**src/rtl/rri_pkg.sv**
```systemverilog
// ----------------------------------------------------------------------------
// rri_pkg
// shared types and constants of the ray/ray intersection pipeline
// ----------------------------------------------------------------------------
package rri_pkg;

    localparam int POS_W      = 32;               // Q16.16 point coordinate
    localparam int TOL_W      = 21;               // parallel tolerance register
    localparam logic [TOL_W-1:0] TOL_RESET = 21'd16;
    localparam int QUO_W      = POS_W + 1;        // offset bits kept before saturation
    localparam int DIV_STEP   = 4;                // quotient bits per divider stage
    localparam int DIV_STAGES = (QUO_W + DIV_STEP - 1) / DIV_STEP;
    localparam int LATENCY    = 3 + DIV_STAGES + 1;

    // sideband that travels with each word through the pipeline
    typedef struct packed {
        logic                    valid;
        logic                    par;
        logic                    neg_x;
        logic                    neg_y;
        logic signed [POS_W-1:0] pos_x;
        logic signed [POS_W-1:0] pos_y;
    } side_t;

endpackage

```
**src/rtl/rri_out.sv**
```systemverilog
// ----------------------------------------------------------------------------
// rri_out
// adds the signed offset to the point, saturates, zero if parallel; registered
// ----------------------------------------------------------------------------
module rri_out
    import rri_pkg::*;
(
    input  logic                    clk,
    input  logic                    rst_n,
    input  side_t                   side_i,
    input  logic                    ovf_x_i,
    input  logic                    ovf_y_i,
    input  logic [QUO_W-1:0]        quo_x_i,
    input  logic [QUO_W-1:0]        quo_y_i,
    output logic                    done,
    output logic signed [POS_W-1:0] meet_x,
    output logic signed [POS_W-1:0] meet_y,
    output logic                    is_parallel,
    output logic                    clipped
);

    localparam int R_W = POS_W + 4;
    localparam logic signed [R_W-1:0] R_MAX = R_W'({1'b0, {(POS_W-1){1'b1}}});
    localparam logic signed [R_W-1:0] R_MIN = -R_MAX - 1;

    logic signed [R_W-1:0]   mag_x, mag_y, rx, ry;
    logic                    clip_x, clip_y;
    logic                    done_reg;
    logic signed [POS_W-1:0] mx_reg, mx_next, my_reg, my_next;
    logic                    par_reg, clip_reg, clip_next;

    // an overflowed quotient stands in as 2^QUO_W, far enough to saturate
    assign mag_x = ovf_x_i ? (R_W'(1) <<< QUO_W) : R_W'({1'b0, quo_x_i});
    assign mag_y = ovf_y_i ? (R_W'(1) <<< QUO_W) : R_W'({1'b0, quo_y_i});
    assign rx    = side_i.neg_x ? (R_W'(side_i.pos_x) - mag_x) : (R_W'(side_i.pos_x) + mag_x);
    assign ry    = side_i.neg_y ? (R_W'(side_i.pos_y) - mag_y) : (R_W'(side_i.pos_y) + mag_y);
    assign clip_x = (rx > R_MAX) || (rx < R_MIN);
    assign clip_y = (ry > R_MAX) || (ry < R_MIN);

    always_comb
    begin
        if (side_i.par)
        begin
            mx_next   = '0;
            my_next   = '0;
            clip_next = 1'b0;
        end
        else
        begin
            mx_next   = (rx > R_MAX) ? R_MAX[POS_W-1:0] :
                        (rx < R_MIN) ? R_MIN[POS_W-1:0] : rx[POS_W-1:0];
            my_next   = (ry > R_MAX) ? R_MAX[POS_W-1:0] :
                        (ry < R_MIN) ? R_MIN[POS_W-1:0] : ry[POS_W-1:0];
            clip_next = clip_x || clip_y;
        end
    end

    always_ff @(posedge clk or negedge rst_n)
    begin
        if (!rst_n)
        begin
            done_reg <= 1'b0;
        end
        else
        begin
            done_reg <= side_i.valid;
        end
    end

    always_ff @(posedge clk)
    begin
        mx_reg   <= mx_next;
        my_reg   <= my_next;
        par_reg  <= side_i.par;
        clip_reg <= clip_next;
    end

    assign done        = done_reg;
    assign meet_x      = mx_reg;
    assign meet_y      = my_reg;
    assign is_parallel = par_reg;
    assign clipped     = clip_reg;

endmodule

```
**config.mk**
```make
export PLATFORM = sky130hd
export DESIGN_NAME = rri_out
export DESIGN_NICKNAME = d
export VERILOG_FILES = /design/src/rtl/rri_pkg.sv /design/src/rtl/rri_out.sv
export SDC_FILE = /design/constraint.sdc
export NUM_CORES = 1
export LEC_CHECK = 0
export ABC_CLOCK_PERIOD_IN_PS = 1000
export BUFFER_PORTS_ARGS = -buffer_cell sky130_fd_sc_hd__buf_4
export CORE_UTILIZATION = 30
export CTS_BUF_LIST = sky130_fd_sc_hd__clkbuf_4 sky130_fd_sc_hd__clkbuf_8 sky130_fd_sc_hd__clkbuf_16
export DETAILED_ROUTE_END_ITERATION = 8
export GPL_TIMING_DRIVEN = 0
export PLACE_DENSITY = 0.56
export SETUP_SLACK_MARGIN = 0.15
export SYNTH_ARGS = -nofsm -noshare
export SYNTH_HDL_FRONTEND = slang
export SYNTH_SLANG_ARGS = --single-unit
```
**constraint.sdc**
```tcl
create_clock -name clk -period 1 [get_ports clk]
set_input_delay 0.05 -clock clk [delete_from_list [all_inputs] [get_ports clk]]
set_output_delay 0.05 -clock clk [all_outputs]
set_load 0.005 [all_outputs]
```
# Yosys cells after proc, flatten, opt, wreduce, memory -nomap -nowiden
# Index checks and enable logic that the tools add are counted.
dict set report word_totals {
  reg_bits 67
  word_cells 28
}
dict set report op_classes {
  mux 8
  n_addsub 4
  reduce_logical 5
  magnitude_cmp 4
}
# cell n
set ops {}
lappend ops {{$add A32 B35 Y36} 2}
lappend ops {{$gt A36 B32 Y1 const B} 2}
lappend ops {{$lt A36 B32 Y1 const B} 2}
lappend ops {{$mux W36} 2}
lappend ops {{$sub A32 B35 Y36} 2}
lappend ops {{$mux W34} 2}
lappend ops {{$mux W32} 2}
lappend ops {{$mux W31} 2}
lappend ops {{$reduce_or A2 Y1} 2}
lappend ops {{$logic_or A1 B1 Y1} 3}

# Depth between registers and ports, before layout
# Gate-level depths: netlist of run 1.
dict set report logic_depth {
  ltp_word 6
  mapped_depth 26
  ltp_nobuf 21
}

# Least setup slack after synthesis of run 1
# OpenSTA, ideal clock, no wires.
dict set report synth_timing {
  path_type {input-to-reg}
  from {input ovf_y_i}
  to {register my_reg[5], in the netlist meet_y[5]}
  stages 25
  path_slack_ns -3.860
  t_arrival_ns 4.763
  required_time_ns 0.903
  path_cell_list {clkbuf_1 clkbuf_1 inv_2 buf_1 nand2_1 ha_1 o21a_1 o21ai_0 nor2_1 o21a_1 o21a_1 nor2_1 or3_1 nand3_1 ha_1 a21oi_1 nand2_1 a221oi_1 mux2i_1 o311ai_1 a41o_1 nor4_4 a211oi_2 buf_6 o41ai_4}
}
dict set report synth_via {
  elab_chain_cells 6
}
# item line
set synth_lines {}
lappend synth_lines {{start, declared} rri_out.sv:12} ;# input logic ovf_y_i,
lappend synth_lines {{$mux W34 *} rri_out.sv:34} ;# assign mag_y = ovf_y_i ? (R_W'(1) <<< QUO_W) : R_W'({1'b0, quo_y_i});
lappend synth_lines {{$add A32 B35 Y36 or $sub A32 B35 Y36 (tied branches)} rri_out.sv:36} ;# assign ry = side_i.neg_y ? (R_W'(side_i.pos_y) - mag_y) : (R_W'(side_i.pos_y) + mag_y);
lappend synth_lines {{$mux W36 *} rri_out.sv:36}
lappend synth_lines {{$lt A36 B32 Y1} rri_out.sv:53} ;# (ry < R_MIN) ? R_MIN[POS_W-1:0] : ry[POS_W-1:0];
lappend synth_lines {{$mux W32} rri_out.sv:53}
lappend synth_lines {{$mux W31 *} rri_out.sv:52} ;# my_next = (ry > R_MAX) ? R_MAX[POS_W-1:0] :
lappend synth_lines {{end signal, assigned} rri_out.sv:73} ;# my_reg <= my_next;
lappend synth_lines {{end, declared} rri_out.sv:29} ;# logic signed [POS_W-1:0] mx_reg, mx_next, my_reg, my_next;
# Mark *: on every way between the ends. The rest lies on a longest branch, timed or not.
# A chain may end at the register's enable or synchronous reset.

# Worst setup path after layout of run 1
dict set report layout_timing {
  from {input ovf_x_i}
  to {register mx_reg[20], in the netlist meet_x[20]}
}
dict set report layout_via {
  elab_chain_cells 6
}
# item line
set layout_lines {}
lappend layout_lines {{start, declared} rri_out.sv:11} ;# input logic ovf_x_i,
lappend layout_lines {{$mux W34 *} rri_out.sv:33} ;# assign mag_x = ovf_x_i ? (R_W'(1) <<< QUO_W) : R_W'({1'b0, quo_x_i});
lappend layout_lines {{$add A32 B35 Y36 or $sub A32 B35 Y36 (tied branches)} rri_out.sv:35} ;# assign rx = side_i.neg_x ? (R_W'(side_i.pos_x) - mag_x) : (R_W'(side_i.pos_x) + mag_x);
lappend layout_lines {{$mux W36 *} rri_out.sv:35}
lappend layout_lines {{$lt A36 B32 Y1} rri_out.sv:51} ;# (rx < R_MIN) ? R_MIN[POS_W-1:0] : rx[POS_W-1:0];
lappend layout_lines {{$mux W32} rri_out.sv:51}
lappend layout_lines {{$mux W31 *} rri_out.sv:50} ;# mx_next = (rx > R_MAX) ? R_MAX[POS_W-1:0] :
lappend layout_lines {{end signal, assigned} rri_out.sv:72} ;# mx_reg <= mx_next;
lappend layout_lines {{end, declared} rri_out.sv:29}
# Marked as above.

==> out/qor.csv, run 1 <==
metric,value,unit
synth_seq_cells,67,
drtIter0Drc,636,
grt_overflow,0,
p_comb_share,60.1,%
crit_start,ovf_x_i,
ir_drop,0.000528,V
finalHoldViolations,0,
slew_headroom,24.1,%
required,1.28,ns
powerDensity,1350,mW/mm^2
grt_pass1_vias,8990,
grt_antenna_before_repair,0,
fin_crit_sh,437,%
yosys-top-cells-area,"dfxtp_1, ha_1, a21oi_1, nor2_1, xor2_1",
fin_setup_tns,-209.68,ns
power.switching,0.00693,W
nets,1640,
synth_ff_type,dfxtp_1,
synth-edff-count,0,
seqPwrFrac,20.6,%
fmax,229,MHz
dr.pass1.iters,5,
viasPerCell,5.43,
clkPwrFrac,19.3,%
rows,60,
cp_max_fo,5,
place_area,0.0104,sq mm
async_reset_ff_share,1.49,%
routed_wl,32.7,mm
io_pins,205,
grt_pass1_wl,48.6,mm
yosysTopAreaCell,dfxtp_1,
setup_slack,-3.37,ns
cp.arrival,4.65,ns
cts_tree,built,
power.leakage,5.53,nW
p_int,0.0104,W
status,finished with violations,
route.vias.total,9625,
coreArea,0.0270,sq mm
fp.dieW,168,um
yosysSeqAreaShare,16.4,%
critical_path.endpoint_type,flop,
cts_root_buf,clkbuf_16,
synth_nets,1332,
grt_max_degree,13,
htree_num_levels,3,
drive_above_1_share,37.5,%
synth_area_per_cell,7.34,sq um
min_path_type,primary input to asynchronous set/reset pin,
route.detailed.drc,0,
violations,setup timing,
cts_buffers,9,
yosysTopAreaCellShare,16.1,%
ys_types,82,
clock_path_buffers,2,
swShare,40.0,%
cap_violations,0,
finalWeightedCongestion,0.931,
n_antenna_cell,0,
crit_path_start_kind,primary input,
finalCriticalPeriod,4.37,ns
worst_pin_slew,1.14,ns
die_y,168,um
hpwlAfterDp,25.4,mm
drv_slew,0,
syn_to_final_growth,56.3,%
initial_core_util,30.5,%
rsz0062_at_grt,true,
ant_nets,0,
die_area,0.0281,sq mm
clock-sinks,67,
wl_per_cell,18.4,um
grtUsageTotal,22.1,%
setup_viol,65,
ys_warn_count,0,
synthesis.area,0.00822,sq mm
syn_inst,1120,
worstSetupPathType,primary input to flop,
clkSlewWorstSetupHoldPaths,0.05,ns
postLayoutCellArea,0.0128,sq mm
io_buffers,201,
final timing paths:
kind                              end  slack [ns]  depth (start not counted)
worst max-delay path       meet_x[20]       -3.37                         23
worst min-delay path             done        0.01                          2
max in group asynchronous        done        0.91                          2
min in group clk            meet_x[0]        0.13                          4
per-stage QoR:
step	std cells	hold slack [ns]	utilization, %	setup slack, ns	total power, W
2_1_floorplan	1120	-0.246	-	-3.29	0.00866
3_3_place_gp	1662	-0.175	38.7	-4.62	0.0117
3_5_place_dp	1662	-0.173	38.7	-4.61	0.0116
4_1_cts	1742	0.00142	44.3	-3.28	0.0162
5_1_grt	1774	0.0157	47.7	-3.48	0.0184
6_report	1774	0.0144	47.7	-3.37	0.0173
metal layers:
layer  vias up  share of wire [%]  global-route usage (%)
met5         -                  0                       0
met4         0                3.3                    7.34
met3        56                5.2                    2.41
met2       350                 48                    38.2
met1      4465                 44                    28.6
li1       4754                  -                       -
power groups by stage:
stage	Combinational (W)	Clock, W	Sequential (W)
after floorplan	0.00504	0	0.00362
after global placement	0.00810	0	0.00356
after detailed placement	0.00807	0	0.00357
after CTS	0.00927	0.00341	0.00354
after global routing	0.0112	0.00352	0.00362
final	0.0104	0.00334	0.00357
kinds of logic after synthesis:
logic type / Yosys count / share of synthesized area, %
muxes: 4 / 0.502
DFF: 67 / 16.4
adders and majority gates: 74 / 11.4
buffers and inverters: 89 / 4.95
and+or+nand+nor: 394 / 22.9
AOI/OAI and AO/OA: 400 / 33.9
xor gates and xnor gates: 92 / 9.89
critical path, cell delays in order:
cell and delay, ns:
buf_12 0.10, inv_12 0.03, clkbuf_16 0.13, clkbuf_16 0.14, nand2_4 0.06, ha_4 0.14
o21ai_4 0.06, or4_4 0.49, or2_4 0.26, o211ai_1 0.19, nand3_2 0.15, ha_4 0.33
nand2_4 0.06, o211ai_1 0.37, nor3b_2 0.09, o21a_2 0.16, or4_4 0.55, a21o_1 0.18
a2111o_1 0.47, a21oi_4 0.18, buf_6 0.16, buf_12 0.12, a31o_1 0.15
layout make-up:
cell class,count,area (sq um)
fill,2649,14100
tap,341,427
clock inverter,5,61.3
buffer,58,533
timing repair buffer,297,2510
multi-input combinational,964,7560
sequential,67,1370
inverter,31,141
clock buffer,11,246
repair_timing:
item / CTS / global route
setup buffers: 55 / 29
setup endpoints to repair: 73 / 80
cloned: 6 / 3
hold buffers: 3 / 0
resized for setup: 147 / 131
hold endpoints to repair: 3 / 0
pin swaps: 46 / 51
synthesized netlist by cell type, types with 11 or more instances:
| cell | n |
|---|---|
| a21o_1 | 50 |
| a21oi_1 | 117 |
| a31oi_1 | 13 |
| and3_1 | 13 |
| clkbuf_1 | 36 |
| dfxtp_1 | 66 |
| ha_1 | 72 |
| inv_1 | 30 |
| nand2_1 | 105 |
| nand3_1 | 31 |
| nand4_1 | 15 |
| nor2_1 | 120 |
| nor2b_1 | 16 |
| nor3_1 | 34 |
| nor4_1 | 11 |
| o211ai_1 | 18 |
| o21a_1 | 22 |
| o21ai_0 | 61 |
| o21bai_1 | 14 |
| o31ai_1 | 12 |
| o31ai_2 | 22 |
| xnor2_1 | 43 |
| xor2_1 | 48 |
layout by cell type, fill, tap and decap left out, types with 26 or more instances in the layout:
| cell type | count |
|---|---|
| buf_6 | 37 |
| xnor2_1 | 43 |
| a21o_1 | 49 |
| ha_1 | 57 |
| o21ai_0 | 50 |
| nand3_1 | 26 |
| inv_1 | 28 |
| xor2_1 | 48 |
| nand2_1 | 95 |
| nor2_1 | 111 |
| a21oi_1 | 102 |
| buf_4 | 254 |
| dfxtp_1 | 49 |
Note: power is estimated with default switching activity, not from simulation.
==> run 2: changes to the inputs <==
--- a/config.mk
+++ b/config.mk
@@ -10,8 +10,6 @@
 export CORE_UTILIZATION = 30
 export CTS_BUF_LIST = sky130_fd_sc_hd__clkbuf_4 sky130_fd_sc_hd__clkbuf_8 sky130_fd_sc_hd__clkbuf_16
 export DETAILED_ROUTE_END_ITERATION = 8
-export GPL_TIMING_DRIVEN = 0
-export PLACE_DENSITY = 0.56
 export SETUP_SLACK_MARGIN = 0.15
 export SYNTH_ARGS = -nofsm -noshare
 export SYNTH_HDL_FRONTEND = slang
==> run 2 against run 1 <==
The run still ends with setup timing left. Largest cell class unchanged. Sequential share of layout area shrank 1.4 points. Wire length increased by 0.57%. Critical endpoint is now meet_x[0]. Die area did not move. Non-clock buffer count grew 307. Maximum frequency increased by 7.7%. Setup slack improved by 0.31 ns. Critical path type unchanged.
==> out/qor.csv, run 2 (same netlist as run 1, synthesis figures left out) <==
metric,value,unit
fin_util,55.5,%
finalCriticalPeriod,4.06,ns
powerDensity,1290,mW/mm^2
syn_to_final_growth,81.9,%
grt_pass1_vias,10200,
dr.pass1.iters,7,
worst_pin_slew,0.641,ns
drtIter0Drc,778,
cts_tree,built,
crit_path_start_kind,primary input,
grt_antenna_before_repair,0,
clkSlewWorstSetupHoldPaths,0.06,ns
clock-sinks,67,
power,0.0193,W
fin_crit_sh,406,%
slew_headroom,56.9,%
violations,setup timing,
coreArea,0.0270,sq mm
clock_path_buffers,2,
rsz0062_at_grt,true,
initial_core_util,30.5,%
grtUsageTotal,22.8,%
min_path_type,primary input to asynchronous set/reset pin,
instances_no_fill,2081,
hpwlAfterDp,26.7,mm
htree_num_levels,3,
setup_slack,-3.06,ns
io_buffers,204,
drive_above_1_share,49.5,%
rows,60,
critical_path.endpoint_type,flop,
wl_per_cell,15.8,um
route.vias.total,10600,
status,finished with violations,
grt_pass1_wl,51.4,mm
worstSetupPathType,primary input to flop,
whs,0.00724,ns
required,1.27,ns
ir_drop,0.000792,V
cts_buffers,9,
cp_max_fo,5,
final_common_cell,buf_4,
drv_slew,0,
ant_nets,0,
fp.dieW,168,um
io_pins,205,
routed_wl,32.8,mm
n_antenna_cell,0,
die_area,0.0281,sq mm
die_y,168,um
dp_cells,2018,
setup_viol,65,
cts_root_buf,clkbuf_16,
finalHoldViolations,0,
fmax,246,MHz
cp.arrival,4.33,ns
cap_violations,0,
route.detailed.drc,0,
grt_max_degree,31,
viasPerCell,5.10,
power.leakage,7.07,nW
crit_start,quo_x_i[3],
grt_overflow,0,
nets,1947,
final_cell_mix,"buf_4, nor2_1, a21oi_1, nand2_1, ha_1",
finalWeightedCongestion,0.916,
run 2: through the flow:
step,TNS [ns],cell area [sq um],setup slack (ns)
after global placement,-222.10,13300,-3.52
after floorplan,-202.91,8500,-3.29
after CTS,-191.16,14400,-3.01
after detailed placement,-224.19,13300,-3.58
after global routing,-205.82,15000,-3.27
final,-192.76,15000,-3.06
run 2: layout make-up:
class	instances	area (sq um)
Sequential cell	67	1380
Clock inverter	7	101
Fill cell	2479	12000
Timing Repair Buffer	662	5390
Multi-Input combinational cell	964	7300
Tap cell	341	427
Clock buffer	9	225
Inverter	31	136
run 2: final timing paths:
kind | to | slack, ns
max | meet_x[0] | -3.06
min | done | 0.007
max in group asynchronous | done | 0.91
min in group clk | clipped | 0.01
run 2: critical path: stages:
cell      delay, ns
buf_6          0.10
nor4_4         0.25
buf_4          0.16
o21ai_4        0.06
or4_4          0.51
or2_4          0.25
o211ai_1       0.19
nand3_2        0.13
ha_4           0.33
nand2_4        0.06
o31ai_2        0.22
o31ai_1        0.12
buf_4          0.17
or4_4          0.48
a21o_1         0.19
a2111o_1       0.42
a21oi_4        0.18
buf_6          0.17
buf_6          0.12
a21boi_2       0.15
run 2: report_power, final:
part           switching [W]  internal [W]
registers           0.000313       0.00338
clock network        0.00132       0.00220
logic                0.00554       0.00650
total                0.00718        0.0121
run 2: per-layer routing:
layer / routed length [um] / global-route usage (%)
met1: 14400 / 28.4
met2: 16300 / 41.2
met3: 1640 / 3.26
met4: 534 / 4.87
met5: 0 / 0
run 2: what timing repair did:
item,in CTS,in global routing
setup endpoints to repair,85,88
endpoints found under the hold margin,2,0
gates cloned,5,2
hold buffers,2,0
resized for setup,106,105
buffers inserted,26,12
pin swaps,51,34
